`config.mk`:
```
export PLATFORM = sky130hd
export DESIGN_NAME = arm_addressing_mode_classifier_top_flat
export DESIGN_NICKNAME = d
export VERILOG_FILES = /design/src/design/amc_pkg.sv /design/src/design/amc_req_if.sv /design/src/design/amc_rsp_if.sv /design/src/design/arm_addressing_mode_classifier_top.sv /design/src/flat_wrapper.sv
export SDC_FILE = /design/constraint.sdc
export NUM_CORES = 1
export LEC_CHECK = 0
export ABC_AREA = 1
export BUFFER_PORTS_ARGS = -buffer_cell sky130_fd_sc_hd__buf_2
export CAP_MARGIN = 40
export CORE_MARGIN = 2
export CORE_UTILIZATION = 30
export DETAILED_ROUTE_END_ITERATION = 10
export SYNTH_ARGS = -nofsm -noshare
export SYNTH_HDL_FRONTEND = slang
export SYNTH_SLANG_ARGS = --single-unit
```
`constraint.sdc`:
```
create_clock -name clk -period 4.6 [get_ports clk]
set_clock_uncertainty 0.05 [all_clocks]
set_input_delay 0.69 -clock clk [delete_from_list [all_inputs] [get_ports clk]]
set_output_delay 0.69 -clock clk [all_outputs]
set_load 0.03 [all_outputs]
```
`src/design/amc_pkg.sv`:
```
// package for the addressing mode classifier
// holds field widths, class and mode codes and the decode function
// no dependencies
package amc_pkg;

    localparam int OP_W   = 4;
    localparam int WORD_W = 32;
    localparam int MODE_W = 6;

    typedef logic [OP_W-1:0]   op_t;
    typedef logic [WORD_W-1:0] word_t;
    typedef logic [MODE_W-1:0] mode_t;

    // instruction classes
    localparam op_t OP_DP         = 4'd0;
    localparam op_t OP_LS         = 4'd1;
    localparam op_t OP_LSM        = 4'd2;
    localparam op_t OP_LSMISC     = 4'd3;
    localparam op_t OP_COPROC     = 4'd4;
    localparam op_t OP_VFP_S      = 4'd5;
    localparam op_t OP_VFP_SM     = 4'd6;
    localparam op_t OP_VFP_D      = 4'd7;
    localparam op_t OP_VFP_DM     = 4'd8;
    localparam op_t OP_VFP_LSM    = 4'd9;

    // mode codes
    localparam mode_t MODE_UNKNOWN          = 6'd0;
    localparam mode_t MODE_DATA_IMM         = 6'd1;
    localparam mode_t MODE_DATA_RRX         = 6'd2;
    localparam mode_t MODE_DATA_REG         = 6'd3;
    localparam mode_t MODE_DATA_IMM_LSL     = 6'd4;
    localparam mode_t MODE_DATA_REG_LSL     = 6'd8;
    localparam mode_t MODE_LS_IMM           = 6'd12;
    localparam mode_t MODE_LS_IMM_PRE       = 6'd13;
    localparam mode_t MODE_LS_IMM_POST      = 6'd14;
    localparam mode_t MODE_LS_REG           = 6'd15;
    localparam mode_t MODE_LS_REG_PRE       = 6'd16;
    localparam mode_t MODE_LS_REG_POST      = 6'd17;
    localparam mode_t MODE_LS_SCALED_LSL    = 6'd18;
    localparam mode_t MODE_LS_SCALED_PRE    = 6'd23;
    localparam mode_t MODE_LS_SCALED_POST   = 6'd28;
    localparam mode_t MODE_MISC_IMM         = 6'd33;
    localparam mode_t MODE_MISC_IMM_PRE     = 6'd34;
    localparam mode_t MODE_MISC_IMM_POST    = 6'd35;
    localparam mode_t MODE_MISC_REG         = 6'd36;
    localparam mode_t MODE_MISC_REG_PRE     = 6'd37;
    localparam mode_t MODE_MISC_REG_POST    = 6'd38;
    localparam mode_t MODE_LSM_IA           = 6'd39;
    localparam mode_t MODE_LSM_IB           = 6'd40;
    localparam mode_t MODE_LSM_DA           = 6'd41;
    localparam mode_t MODE_LSM_DB           = 6'd42;
    localparam mode_t MODE_CP_IMM           = 6'd43;
    localparam mode_t MODE_CP_IMM_PRE       = 6'd44;
    localparam mode_t MODE_CP_IMM_POST      = 6'd45;
    localparam mode_t MODE_CP_UNINDEXED     = 6'd46;
    localparam mode_t MODE_VFP_S_SCALAR     = 6'd47;
    localparam mode_t MODE_VFP_SM_SCALAR    = 6'd50;
    localparam mode_t MODE_VFP_D_SCALAR     = 6'd53;
    localparam mode_t MODE_VFP_DM_SCALAR    = 6'd56;
    localparam mode_t MODE_VLSM_UNINDEXED   = 6'd59;
    localparam mode_t MODE_VLSM_INC         = 6'd60;
    localparam mode_t MODE_VLSM_DEC         = 6'd61;

    // shift type and index kind codes
    localparam logic [1:0] SH_ROR       = 2'b11;
    localparam logic [2:0] LS_K_IMM     = 3'b010;
    localparam logic [2:0] LS_K_IMM_PRE = 3'b011;
    localparam logic [2:0] LS_K_IMM_PST = 3'b000;
    localparam logic [2:0] LS_K_REG     = 3'b110;
    localparam logic [2:0] LS_K_REG_PRE = 3'b111;
    localparam logic [2:0] LS_K_REG_PST = 3'b100;
    localparam logic [2:0] MS_K_IMM     = 3'b110;
    localparam logic [2:0] MS_K_IMM_PRE = 3'b111;
    localparam logic [2:0] MS_K_IMM_PST = 3'b010;
    localparam logic [2:0] MS_K_REG     = 3'b100;
    localparam logic [2:0] MS_K_REG_PRE = 3'b101;
    localparam logic [2:0] MS_K_REG_PST = 3'b000;
    localparam logic [1:0] LSM_K_IA     = 2'b01;
    localparam logic [1:0] LSM_K_IB     = 2'b11;
    localparam logic [1:0] LSM_K_DA     = 2'b00;
    localparam logic [1:0] CP_K_IMM     = 2'b10;
    localparam logic [1:0] CP_K_PRE     = 2'b11;
    localparam logic [1:0] CP_K_POST    = 2'b01;
    localparam logic [4:0] VLSM_INC_TOP = 5'b11001;
    localparam logic [4:0] VLSM_DEC_TOP = 5'b11010;
    localparam logic [7:0] RRX_FIELD    = 8'h06;

    // data processing shifter operand
    function automatic mode_t dec_data(input word_t w);
        mode_t sh;
        sh = {4'd0, w[6:5]};
        if (w[27] || w[26])
            return MODE_UNKNOWN;
        if (w[25])
            return MODE_DATA_IMM;
        if (w[11:4] == RRX_FIELD)
            return MODE_DATA_RRX;
        if (!w[4])
        begin
            if (w[11:5] == 7'd0)
                return MODE_DATA_REG;
            return MODE_DATA_IMM_LSL + sh;
        end
        if (!w[7])
            return MODE_DATA_REG_LSL + sh;
        return MODE_UNKNOWN;
    endfunction

    // load/store word or byte
    function automatic mode_t dec_ls(input word_t w);
        logic [2:0] kind;
        mode_t      reg_mode;
        mode_t      scaled_base;
        mode_t      off;
        kind = {w[25], w[24], w[21]};
        reg_mode = MODE_UNKNOWN;
        scaled_base = MODE_UNKNOWN;
        off = {4'd0, w[6:5]};
        if (w[27] || !w[26])
            return MODE_UNKNOWN;
        unique case (kind)
            LS_K_IMM:     return MODE_LS_IMM;
            LS_K_IMM_PRE: return MODE_LS_IMM_PRE;
            LS_K_IMM_PST: return MODE_LS_IMM_POST;
            LS_K_REG:
            begin
                reg_mode = MODE_LS_REG;
                scaled_base = MODE_LS_SCALED_LSL;
            end
            LS_K_REG_PRE:
            begin
                reg_mode = MODE_LS_REG_PRE;
                scaled_base = MODE_LS_SCALED_PRE;
            end
            LS_K_REG_PST:
            begin
                reg_mode = MODE_LS_REG_POST;
                scaled_base = MODE_LS_SCALED_POST;
            end
            default:      return MODE_UNKNOWN;
        endcase
        if (w[11:4] == 8'd0)
            return reg_mode;
        if (w[4])
            return MODE_UNKNOWN;
        // ror by zero is rrx
        if (w[6:5] == SH_ROR && w[11:7] == 5'd0)
            off = 6'd4;
        return scaled_base + off;
    endfunction

    // miscellaneous load/store
    function automatic mode_t dec_misc(input word_t w);
        logic [2:0] kind;
        kind = {w[24], w[22], w[21]};
        if (w[27] || w[26] || w[25] || !w[7] || !w[4])
            return MODE_UNKNOWN;
        unique case (kind)
            MS_K_IMM:     return MODE_MISC_IMM;
            MS_K_IMM_PRE: return MODE_MISC_IMM_PRE;
            MS_K_IMM_PST: return MODE_MISC_IMM_POST;
            MS_K_REG:     return MODE_MISC_REG;
            MS_K_REG_PRE: return MODE_MISC_REG_PRE;
            MS_K_REG_PST: return MODE_MISC_REG_POST;
            default:      return MODE_UNKNOWN;
        endcase
    endfunction

    // load/store multiple
    function automatic mode_t dec_lsm(input word_t w);
        if (!w[27] || w[26] || w[25])
            return MODE_UNKNOWN;
        unique case (w[24:23])
            LSM_K_IA: return MODE_LSM_IA;
            LSM_K_IB: return MODE_LSM_IB;
            LSM_K_DA: return MODE_LSM_DA;
            default:  return MODE_LSM_DB;
        endcase
    endfunction

    // coprocessor load/store, indexing from p and w
    function automatic mode_t dec_coproc(input word_t w);
        if (!w[27] || !w[26] || w[25])
            return MODE_UNKNOWN;
        unique case ({w[24], w[21]})
            CP_K_IMM:  return MODE_CP_IMM;
            CP_K_PRE:  return MODE_CP_IMM_PRE;
            CP_K_POST: return MODE_CP_IMM_POST;
            default:   return MODE_CP_UNINDEXED;
        endcase
    endfunction

    // vfp register banks: scalar, mixed or vector
    function automatic mode_t dec_vfp_bank(input word_t w, input mode_t first);
        if (w[15:14] == 2'd0)
            return first;
        if (w[3:2] == 2'd0)
            return first + 6'd1;
        return first + 6'd2;
    endfunction

    // vfp load/store multiple
    function automatic mode_t dec_vfp_lsm(input word_t w);
        if (w[27:23] == VLSM_INC_TOP)
            return w[21] ? MODE_VLSM_INC : MODE_VLSM_UNINDEXED;
        if (w[27:23] == VLSM_DEC_TOP && w[21])
            return MODE_VLSM_DEC;
        return MODE_UNKNOWN;
    endfunction

    // class selects the decoder
    function automatic mode_t decode_mode(input op_t op, input word_t w);
        unique case (op)
            OP_DP:      return dec_data(w);
            OP_LS:      return dec_ls(w);
            OP_LSM:     return dec_lsm(w);
            OP_LSMISC:  return dec_misc(w);
            OP_COPROC:  return dec_coproc(w);
            OP_VFP_S:   return dec_vfp_bank(w, MODE_VFP_S_SCALAR);
            OP_VFP_SM:  return dec_vfp_bank(w, MODE_VFP_SM_SCALAR);
            OP_VFP_D:   return dec_vfp_bank(w, MODE_VFP_D_SCALAR);
            OP_VFP_DM:  return dec_vfp_bank(w, MODE_VFP_DM_SCALAR);
            OP_VFP_LSM: return dec_vfp_lsm(w);
            default:    return MODE_UNKNOWN;
        endcase
    endfunction

endpackage

```
`src/design/amc_req_if.sv`:
```
// request channel interface: instruction class and word
// depends on amc_pkg
interface amc_req_if;
    import amc_pkg::*;

    logic  valid;
    logic  ready;
    op_t   operation;
    word_t instr_word;

    modport source (output valid, output operation, output instr_word, input ready);
    modport sink   (input valid, input operation, input instr_word, output ready);
endinterface

```
`src/design/amc_rsp_if.sv`:
```
// response channel interface: addressing mode code
// depends on amc_pkg
interface amc_rsp_if;
    import amc_pkg::*;

    logic  valid;
    logic  ready;
    mode_t mode_code;

    modport source (output valid, output mode_code, input ready);
    modport sink   (input valid, input mode_code, output ready);
endinterface

```
`src/design/arm_addressing_mode_classifier_top.sv`:
```
// channel  | dir | payload                       | handshake
// req      | in  | operation[3:0], instr_word[31:0] | valid/ready
// rsp      | out | mode_code[5:0]                | valid/ready
//
// one request per cycle while the result is not stalled; an accepted request passes the input
// register, then is decoded into the result register
// reset clears only the two stage valid flags
// a stalled result holds while the input register still takes one more
// request; ready drops only when both stages are full
// depends on amc_pkg, amc_req_if, amc_rsp_if
module arm_addressing_mode_classifier_top (
    input  logic      clk,
    input  logic      rst_n,
    amc_req_if.sink   req,
    amc_rsp_if.source rsp
);
    import amc_pkg::*;

    logic  in_valid_reg;
    logic  in_valid_next;
    op_t   in_op_reg;
    word_t in_word_reg;
    logic  out_valid_reg;
    logic  out_valid_next;
    mode_t out_mode_reg;
    mode_t out_mode_next;
    logic  out_free;
    logic  in_free;

    // stage advance
    assign out_free = !out_valid_reg || rsp.ready;
    assign in_free  = !in_valid_reg || out_free;
    assign req.ready = in_free;

    assign in_valid_next  = in_free ? req.valid : in_valid_reg;
    assign out_valid_next = out_free ? in_valid_reg : out_valid_reg;
    assign out_mode_next  = decode_mode(in_op_reg, in_word_reg);

    // valid flags
    always_ff @(posedge clk or negedge rst_n)
    begin
        if (!rst_n)
        begin
            in_valid_reg  <= 1'b0;
            out_valid_reg <= 1'b0;
        end
        else
        begin
            in_valid_reg  <= in_valid_next;
            out_valid_reg <= out_valid_next;
        end
    end

    // input register
    always_ff @(posedge clk)
    begin
        if (req.valid && in_free)
        begin
            in_op_reg   <= req.operation;
            in_word_reg <= req.instr_word;
        end
    end

    // result register
    always_ff @(posedge clk)
    begin
        if (in_valid_reg && out_free)
            out_mode_reg <= out_mode_next;
    end

    assign rsp.valid     = out_valid_reg;
    assign rsp.mode_code = out_mode_reg;

endmodule

```
`src/flat_wrapper.sv`:
```
// flat-port wrapper written by rule: the top's interface ports become plain ports
module arm_addressing_mode_classifier_top_flat import amc_pkg::*;
  (clk, rst_n, req_valid, req_operation, req_instr_word, req_ready, rsp_valid, rsp_mode_code, rsp_ready);
  amc_req_if req_i ();
  amc_rsp_if rsp_i ();
  input  logic clk;
  input  logic rst_n;
  input wire logic [$bits(req_i.valid)-1:0] req_valid;
  input wire logic [$bits(req_i.operation)-1:0] req_operation;
  input wire logic [$bits(req_i.instr_word)-1:0] req_instr_word;
  output wire logic [$bits(req_i.ready)-1:0] req_ready;
  output wire logic [$bits(rsp_i.valid)-1:0] rsp_valid;
  output wire logic [$bits(rsp_i.mode_code)-1:0] rsp_mode_code;
  input wire logic [$bits(rsp_i.ready)-1:0] rsp_ready;
  assign req_i.valid = req_valid;
  assign req_i.operation = req_operation;
  assign req_i.instr_word = req_instr_word;
  assign req_ready = req_i.ready;
  assign rsp_valid = rsp_i.valid;
  assign rsp_mode_code = rsp_i.mode_code;
  assign rsp_i.ready = rsp_ready;
  arm_addressing_mode_classifier_top u_core (.clk(clk), .rst_n(rst_n), .req(req_i), .rsp(rsp_i));
endmodule
```
==> results.py, run 1 <==
metrics = {
    "route": {
        "num_vias": 1741,
        "antenna_left": 0,
        "postRouteWirelength_um": 4124,
        "drt-initial-drc-count": 67,
        "routed_wire_length_per_instance_um": 10.18,
        "drt-pass1-iter-count": 4,
        "via_per_inst": 4.299,
        "drc": 0,
    },
    "clocking": {
        "cts_tree": "yes",
        "clock_tree.buffer_depth": 2,
        "cts-htree-levels": 2,
        "post_cts.resized_instances": 0,
        "cts_hold_buf": 0,
        "cts_root_buffer": "clkbuf_8",
        "sinks_on_the_clock_net": 31,
        "tritoncts.num_buffers": 5,
        "post_cts_buffers": 0,
        "clk-insertion-delay-late_ns": 0.28,
        "clk_transition_reported_paths_ns": 0.06,
    },
    "worst_setup_path": {
        "timing.critical_path.fanout_max": 7,
        "critPathRequiredTime_ns": 4.58,
        "critPathLaunchType": "flip-flop",
        "worst-setup-path-type": "flip-flop to flip-flop",
        "ff2ff_path_depth": 12,
        "timing.critical_path.to_type": "flip-flop",
        "crit_path_top_delay_cell": "fa_1",
        "critical-path-top-cell-by-count": "nand2_1",
        "critical_path.max_stage_delay_ns": 0.52,
        "critical_path.cell_chain": "inv_1, ha_1, nand2_1, nand2_1, inv_1, fa_1, nor2_1, o21bai_1, nand2_1, nand2_1, nand2_1, nand3_2",
        "critical_path_arrival_ns": 2.54,
    },
    "final_layout": {
        "layout_cell_share_with_drive_strength_beyond_1_pct": 22.01,
        "design.final.nets": 361,
        "flip_flop_count_of_the_largest_register_after_layout": 19,
        "utilization_pct": 36.80,
        "diodes": 0,
        "layout_overhead_on_the_synthesized_area_pct": 19.14,
    },
    "logic_synthesis": {
        "synth_common_cells": "nand2_1 (73), inv_1 (40), nor2_1 (31)",
        "ys_dominant_reg_cell": "edfxtp_1",
        "asyncSetResetFlopFracSynth_pct": 6.452,
        "synth-compound-area-share_pct": 4.592,
        "synth_top_cell_by_area": "edfxtp_1",
        "synth_edf_count": 29,
        "yosys.area_share.xor_xnor_pct": 0,
        "synth_sequential_area_ratio_pct": 43.89,
        "ys_top_cells_by_area": "edfxtp_1 (42%), nand2_1 (13%), ha_1 (7.2%), inv_1 (7.2%), nand3_1 (6.9%)",
        "synthAdderAreaFrac_pct": 8.110,
        "synth_top_family_by_area": "simple AND/OR/NAND/NOR gates",
        "synth_warnings": 0,
        "synthMostInstantiatedCell": "nand2_1",
        "synth_mux_area_share_pct": 0,
        "post_synth_instance_area_um2": 2098,
        "syn-instance-count": 267,
        "synth-seq-cells": 31,
        "synth.top_cell.area_share_pct": 41.50,
        "syn_nets": 320,
        "synth_simple_gate_area_share_pct": 35.12,
        "mean_area_per_synthesized_cell_um2": 7.859,
        "ys_types": 25,
    },
    "power": {
        "leakagePower_nw": 1.209,
        "power-per-cell-area_nw_per_um2": 281.8,
        "post-layout-total-power_uw": 704.4,
        "vdd_ir_drop_max_v": 0.0001368,
    },
    "timing": {
        "max_clock_freq_mhz": 390.9,
        "final-setup-viol-count": 0,
        "report.final.slew_viol_count": 0,
        "min_period_over_period_pct": 55.62,
        "grt_setup_unrepaired": "no",
        "setup-tns-final_ns": 0,
        "timing_worst_slew_pin_value_ns": 0.5327,
        "finalCriticalPeriod_ns": 2.558,
        "number_of_failing_hold_endpoints_at_the_final_stage": 0,
        "max_slew_headroom_pct": 64.49,
    },
    "outcome": {
        "result_of_the_run": "completed",
    },
    "grt": {
        "via_count_of_the_first_global_routing_pass": 1662,
        "wire_length_of_the_first_global_routing_pass_um": 7176,
        "grt.total_usage_pct": 11.96,
        "antenna_found_initial": 0,
        "globalRoute.totalOverflow": 0,
        "largest_net_degree_at_the_start_of_global_routing": 24,
    },
    "floorplan": {
        "initial_utilization_pct": 30.88,
        "coreArea_um2": 6794,
        "num_rows": 30,
        "floorplan.die.height_um": 87.63,
        "io-pin-count": 48,
        "dieWidth_um": 87.63,
        "die-area_um2": 7679,
    },
    "placed_design": {
        "placement.io_buffers": 34,
        "place.detailed.hpwl_um": 3363,
        "gp_routability_congestion": 0.8886,
    },
    "min_path": {
        "worstHoldPathType": "primary input to asynchronous set/reset pin",
    },
    "run": {
        "drv.max_cap_violation_count": 0,
    },
}
-- metrics by stage --
step | setup WS, ns | hold WS, ns | cell area [um2] | cells
final | 2.042 | 0.1305 | 2500 | 405
after global routing | 1.844 | 0.1240 | 2500 | 405
after CTS | 2.038 | 0.1276 | 2500 | 405
after detailed placement | 2.062 | 0.4297 | 2409 | 397
after global placement | 2.062 | 0.4064 | 2381 | 396
after floorplan | 2.378 | 0.3444 | 2098 | 267
-- cell usage in the layout (no fill, tap or decap), types with 5 or more instances in the layout --
cell type / netlist / final
nand2_1: 73 / 73
inv_1: 40 / 40
buf_2: 0 / 34
nor2_1: 31 / 31
nand3_1: 29 / 29
edfxtp_1: 29 / 29
ha_1: 12 / 12
a21oi_1: 8 / 8
nor2_2: 8 / 8
o21ai_0: 8 / 8
clkbuf_8: 0 / 6
nand2_2: 5 / 5
-- worst max-delay path, delay by kind of cell, from the launching register on --
kind	cells	cell delay, ns
flops	1	0.50
simple gates	7	0.53
buf+inv	2	0.28
fa+ha+maj	2	0.80
compound gates	1	0.15
-- cell type report --
class	count	area (um2)
tap	96	120.1
timing repair buffer	35	197.7
fill	705	4294
inverter	44	166.4
multi-input combinational	191	1003
clock inverter	1	5.005
clock buffer	7	86.33
sequential	31	920.9
-- power breakdown --
part | internal [mW] | switching (mW)
combinational | 0.0467 | 0.0879
clock | 0.120 | 0.0947
sequential | 0.338 | 0.0163
-- kinds of logic after synthesis --
kind of cell    count (synthesis)
simple gates                  160
buf+inv                        45
flops                          31
compound gates                 18
fa+ha+maj                      13
-- routing by layer --
metal	wire length, um	track usage [%]	up-vias
met5	0	0	-
met4	42	3.357	0
li1	-	-	934
met1	1868	15.05	765
met3	199	3.299	4
met2	2014	20.18	38
-- final timing paths --
path | end | slack [ns] | startpoint
max in group asynchronous | u_core.in_valid_reg | 4.28 | rst_n
worst min-delay path | u_core.rsp.valid | 0.13 | rst_n
min in group clk | u_core.rsp.valid | 0.44 | u_core.in_valid_reg
worst max-delay path | u_core.rsp.mode_code[1] | 2.04 | u_core.in_word_reg[21]
worst min register to register | u_core.rsp.valid | 0.44 | u_core.in_valid_reg
worst max register to register | u_core.rsp.mode_code[1] | 2.04 | u_core.in_word_reg[21]
(Power assumes the default switching activity.)
==> run 2, diff against run 1 <==
==> constraint.sdc (replaced) <==
create_clock -name clk -period 2.5 [get_ports clk]
set_clock_uncertainty 0.05 [all_clocks]
set_input_delay 0.375 -clock clk [delete_from_list [all_inputs] [get_ports clk]]
set_output_delay 0.375 -clock clk [all_outputs]
set_load 0.03 [all_outputs]
==> results.py, run 2 (synthesis results as in run 1) <==
metrics = {
    "final_layout": {
        "diodes": 0,
        "layout_cell_share_with_drive_strength_beyond_1_pct": 23.73,
        "layout.cells.non_filler": 412,
        "final_cell_mix": "nand2_1 (73), inv_1 (40), buf_2 (34)",
        "layout_overhead_on_the_synthesized_area_pct": 21.82,
        "flip_flop_count_of_the_largest_register_after_layout": 19,
        "design.final.nets": 368,
        "num-fill-cells": 707,
        "layout.cells.most_common": "nand2_1",
    },
    "worst_setup_path": {
        "critical_path_arrival_ns": 2.28,
        "timing.critical_path.fanout_max": 6,
        "crit_path_top_delay_cell": "fa_1",
        "critPathRequiredTime_ns": 2.48,
        "timing.critical_path.to_type": "flip-flop",
        "critical_path.max_stage_delay_ns": 0.49,
        "critical-path-top-cell-by-count": "nand2_1",
        "critical_path.cell_chain": "ha_1, nand2_1, inv_1, ha_1, inv_1, fa_1, nor2_1, o21bai_1, nand2_1, nand2_1, nand2_1, nand3_2",
        "worst-setup-path-type": "flip-flop to flip-flop",
        "critPathLaunchType": "flip-flop",
    },
    "clocking": {
        "clk_transition_reported_paths_ns": 0.07,
        "clk-insertion-delay-late_ns": 0.28,
        "cts_root_buffer": "clkbuf_8",
        "cts-htree-levels": 2,
        "clock_tree.buffer_depth": 2,
        "tritoncts.num_buffers": 5,
        "sinks_on_the_clock_net": 31,
        "cts_tree": "yes",
    },
    "grt": {
        "via_count_of_the_first_global_routing_pass": 1705,
        "grt.total_usage_pct": 12.26,
        "antenna_found_initial": 0,
        "largest_net_degree_at_the_start_of_global_routing": 24,
        "globalRoute.totalOverflow": 0,
        "wire_length_of_the_first_global_routing_pass_um": 7403,
    },
    "placed_design": {
        "placement.io_buffers": 34,
        "place.detailed.hpwl_um": 3441,
        "post-place-cells": 403,
        "gp_routability_congestion": 0.8834,
    },
    "floorplan": {
        "dieWidth_um": 87.63,
        "initial_utilization_pct": 30.88,
        "io-pin-count": 48,
        "coreArea_um2": 6794,
        "die-area_um2": 7679,
        "floorplan.die.height_um": 87.63,
        "num_rows": 30,
    },
    "timing": {
        "report.final.slew_viol_count": 0,
        "finalCriticalPeriod_ns": 2.303,
        "number_of_failing_hold_endpoints_at_the_final_stage": 0,
        "timing_worst_slew_pin_value_ns": 0.5158,
        "max_clock_freq_mhz": 434.2,
        "setup-tns-final_ns": 0,
        "final-setup-viol-count": 0,
        "grt_setup_unrepaired": "no",
        "max_slew_headroom_pct": 65.61,
        "min_period_over_period_pct": 92.12,
    },
    "route": {
        "drt-initial-drc-count": 78,
        "drc": 0,
        "via_per_inst": 4.325,
        "routed_wire_length_per_instance_um": 10.24,
        "postRouteWirelength_um": 4220,
        "drt-pass1-iter-count": 4,
        "num_vias": 1782,
        "antenna_left": 0,
    },
    "outcome": {
        "result_of_the_run": "completed",
    },
    "min_path": {
        "worstHoldPathType": "primary input to flip-flop",
    },
    "power": {
        "vdd_ir_drop_max_v": 0.0002929,
        "power-per-cell-area_nw_per_um2": 538.9,
        "leakagePower_nw": 1.240,
    },
    "run": {
        "drv.max_cap_violation_count": 0,
    },
}
[run 2: cell types whose count changed in the layout (fill, tap and decap cells not counted), sizes merged]
cell and delta:
clkinv -1, buf +6, bufinv +1, dlygate4sd3 +1
[run 2: final cells by class]
type                       instances  area [um2]  share of cell area (%)
multi-input combinational        191        1010                   39.50
sequential                        31       920.9                   36.03
timing repair buffer              42       232.7                   9.104
inverter                          44       166.4                   6.510
tap                               96       120.1                   4.699
clock buffer                       7       76.32                   2.986
clock inverter                     1       30.03                   1.175
[run 2: what timing repair did]
| action | 4_1_cts | 5_1_grt |
|---|---|---|
| hold buffers | 1 | 0 |
| endpoints found under the setup margin | 0 | 3 |
| buffers inserted | 0 | 0 |
| endpoints found under the hold margin | 2 | 0 |
| gates resized for setup | 0 | 2 |
[run 2: path summary, 6_finish.rpt]
kind	from	to	slack, ns	cells past startpoint
worst max-delay path	u_core.in_word_reg[24]	u_core.rsp.mode_code[1]	0.20	12
worst min-delay path	req_instr_word[26]	u_core.in_word_reg[26]	0.21	1
worst max register to register	u_core.in_word_reg[24]	u_core.rsp.mode_code[1]	0.20	12
worst min register to register	u_core.in_valid_reg	u_core.rsp.valid	0.44	2
max in group asynchronous	rst_n	u_core.in_valid_reg	1.93	2
min in group asynchronous	rst_n	u_core.rsp.valid	0.37	2
[run 2: metrics by stage]
| stage | hold WS [ns] | util [%] | power, mW | area (um2) | setup slack (ns) |
|---|---|---|---|---|---|
| 6_report | 0.2126 | 37.62 | 1.377 | 2556 | 0.1969 |
| 5_1_grt | 0.1992 | 37.62 | 1.464 | 2556 | 0.002001 |
| 4_1_cts | 0.2061 | 37.53 | 1.396 | 2550 | 0.1695 |
| 3_5_place_dp | 0.1153 | 35.82 | 0.9163 | 2434 | 0.1814 |
| 3_3_place_gp | 0.1111 | 35.82 | 0.9135 | 2434 | 0.1830 |
| 2_1_floorplan | 0.02941 | - | 0.8320 | 2098 | 0.2775 |
[run 2: metal layers]
metal  vias to the layer above  wire length [um]  track usage [%]  share of wire, %
li1                        950                 -                -                 -
met3                        14               236            3.299               5.6
met4                         0               137            5.035               3.2
met2                        42              1847            18.87                44
met5                         -                 0                0                 0
met1                       776              1999            16.33                47
[run 2: power by group]
group	internal, mW	total [mW]	switching (mW)	leakage, nW
clock network	0.298	0.472	0.174	0.0524
logic	0.0899	0.255	0.165	0.885
registers	0.623	0.651	0.0280	0.303
total	1.01	1.38	0.367	1.24
[run 2: worst max-delay path, delay by kind of cell, from the launching register on]
| family | cells | cell delay, ns |
|---|---|---|
| adder cells (fa/ha/maj) | 3 | 0.88 |
| flip-flops | 1 | 0.44 |
| AND/OR/NAND/NOR | 6 | 0.40 |
| AO/OA/AOI/OAI | 1 | 0.15 |
| buffers and inverters | 2 | 0.13 |
==> run 3, diff against run 2 <==
--- a/config.mk
+++ b/config.mk
@@ -14,3 +14,4 @@
 export SYNTH_ARGS = -nofsm -noshare
 export SYNTH_HDL_FRONTEND = slang
 export SYNTH_SLANG_ARGS = --single-unit
+export TNS_END_PERCENT = 100
==> constraint.sdc (replaced) <==
create_clock -name clk -period 2.1 [get_ports clk]
set_clock_uncertainty 0.05 [all_clocks]
set_input_delay 0.315 -clock clk [delete_from_list [all_inputs] [get_ports clk]]
set_output_delay 0.315 -clock clk [all_outputs]
set_load 0.1 [all_outputs]
==> results.py, run 3 (synthesis results as in run 1) <==
metrics = {
    "worst_setup_path": {
        "regToRegStartpoint": "u_core.in_word_reg[5]",
        "internal_reg_to_reg_setup_slack_ns": -0.1,
        "worst-setup-path-type": "flip-flop to flip-flop",
        "critical_path_arrival_ns": 2.18,
        "ff2ff_path_depth": 14,
        "timing.critical_path.fanout_max": 3,
        "timing.critical_path.to_type": "flip-flop",
        "timing.rr.end": "u_core.rsp.mode_code[1]",
        "critPathRequiredTime_ns": 2.08,
        "critPathLaunchType": "flip-flop",
    },
    "power": {
        "post-layout-total-power_mw": 1.707,
        "vdd_ir_drop_max_v": 0.0003034,
        "power-per-cell-area_nw_per_um2": 613.1,
        "leakagePower_nw": 1.336,
    },
    "route": {
        "routed_wire_length_per_instance_um": 10.47,
        "num_vias": 1843,
        "via_per_inst": 4.256,
        "antenna_left": 0,
        "drt-initial-drc-count": 78,
        "drt-pass1-iter-count": 4,
        "postRouteWirelength_um": 4533,
        "drc": 0,
    },
    "clocking": {
        "clk-insertion-delay-late_ns": 0.29,
        "cts_root_buffer": "clkbuf_8",
        "tritoncts.num_buffers": 5,
        "clk_transition_reported_paths_ns": 0.07,
        "cts_tree": "yes",
        "clock_tree.buffer_depth": 2,
        "cts-htree-levels": 2,
        "sinks_on_the_clock_net": 31,
    },
    "timing": {
        "hold_slack_ns": 0.1493,
        "number_of_failing_hold_endpoints_at_the_final_stage": 0,
        "finalCriticalPeriod_ns": 2.196,
        "setup-tns-final_ns": -0.1790,
        "timing_worst_slew_pin_value_ns": 0.5025,
        "setup_slack_ns": -0.09556,
        "min_period_over_period_pct": 104.6,
        "max_slew_headroom_pct": 66.50,
        "report.final.slew_viol_count": 0,
        "final-setup-viol-count": 3,
        "max_clock_freq_mhz": 455.5,
        "grt_setup_unrepaired": "yes",
    },
    "final_layout": {
        "utilization_pct": 40.98,
        "flip_flop_count_of_the_largest_register_after_layout": 19,
        "design.final.nets": 389,
        "layout.cells.most_common": "nand2_1",
        "final_cell_mix": "nand2_1 (67), buf_2 (34), inv_1 (33)",
        "layout_cell_share_with_drive_strength_beyond_1_pct": 35.31,
        "diodes": 0,
        "layout.cells.non_filler": 433,
        "layout.cell_area.non_filler_um2": 2784,
        "layout_overhead_on_the_synthesized_area_pct": 32.68,
    },
    "floorplan": {
        "dieWidth_um": 87.63,
        "io-pin-count": 48,
        "die-area_um2": 7679,
        "initial_utilization_pct": 30.88,
        "num_rows": 30,
        "floorplan.die.height_um": 87.63,
        "coreArea_um2": 6794,
    },
    "min_path": {
        "worstHoldPathType": "primary input to flip-flop",
        "min_delay_worst_endpoint": "u_core.in_word_reg[2]",
        "min_path_cells": 1,
        "min-delay-start": "req_instr_word[2]",
    },
    "grt": {
        "largest_net_degree_at_the_start_of_global_routing": 24,
        "wire_length_of_the_first_global_routing_pass_um": 7631,
        "antenna_found_initial": 0,
        "globalRoute.totalOverflow": 0,
        "grt.total_usage_pct": 12.87,
        "via_count_of_the_first_global_routing_pass": 1771,
    },
    "placed_design": {
        "dpl_worst_slack_ns": -0.08980,
        "post-place-cells": 419,
        "placement.io_buffers": 34,
        "place.detailed.hpwl_um": 3760,
        "detailed_place.area_um2": 2592,
        "gp_routability_congestion": 0.8649,
    },
    "outcome": {
        "violations": "negative setup slack",
        "result_of_the_run": "finished, violations left",
    },
    "run": {
        "drv.max_cap_violation_count": 0,
    },
}
[run 3: power breakdown]
part / internal (mW) / switching, mW / leakage, nW
Clock: 0.264 / 0.209 / 0.0482
Sequential: 0.742 / 0.0360 / 0.302
Combinational: 0.144 / 0.312 / 0.985
Total: 1.15 / 0.557 / 1.34
[run 3: layout make-up]
cell class	count	area (um2)
inverters	44	166.4
clock buffers	7	86.33
flip-flops and latches	31	922.1
repair buffers	63	390.4
multi-input cells	191	1094
clock inverters	1	5.005
well taps	96	120.1
fillers	722	4010
[run 3: worst max-delay path by stage]
stage,from,endpoint,slack [ns]
2_1_floorplan,u_core.in_word_reg[24],u_core.rsp.mode_code[1],-0.01
4_1_cts,u_core.in_word_reg[21],u_core.rsp.mode_code[1],-0.09
6_report,u_core.in_word_reg[5],u_core.rsp.mode_code[1],-0.1
3_5_place_dp,u_core.in_word_reg[24],u_core.rsp.mode_code[1],-0.09
5_1_grt,u_core.in_word_reg[5],u_core.rsp.mode_code[2],-0.24
3_3_place_gp,u_core.in_word_reg[24],u_core.rsp.mode_code[1],-0.07
[run 3: critical path, cell delays in order, from the launching register on]
cell	delay, ns
edfxtp_1	0.41
inv_2	0.11
nor3_4	0.05
nand2_1	0.07
inv_2	0.06
nor2_4	0.08
ha_1	0.15
inv_1	0.05
fa_1	0.49
nor2_1	0.04
o21bai_1	0.16
nand2_1	0.06
nand2_1	0.06
nand2_2	0.06
nand3_2	0.06
[run 3: timing repair]
| action | CTS | global route |
|---|---|---|
| hold buffers | 1 | 0 |
| setup endpoints to repair | 3 | 6 |
| hold endpoints to repair | 2 | 0 |
| gates resized for setup | 7 | 9 |
| setup buffers | 5 | 0 |
| pin swaps | 2 | 1 |
[run 3: layer usage]
layer,global-route usage (%),wire (um)
met5,0,0
met1,15.74,2066
met2,21.90,2194
met4,5.035,80
met3,3.016,191
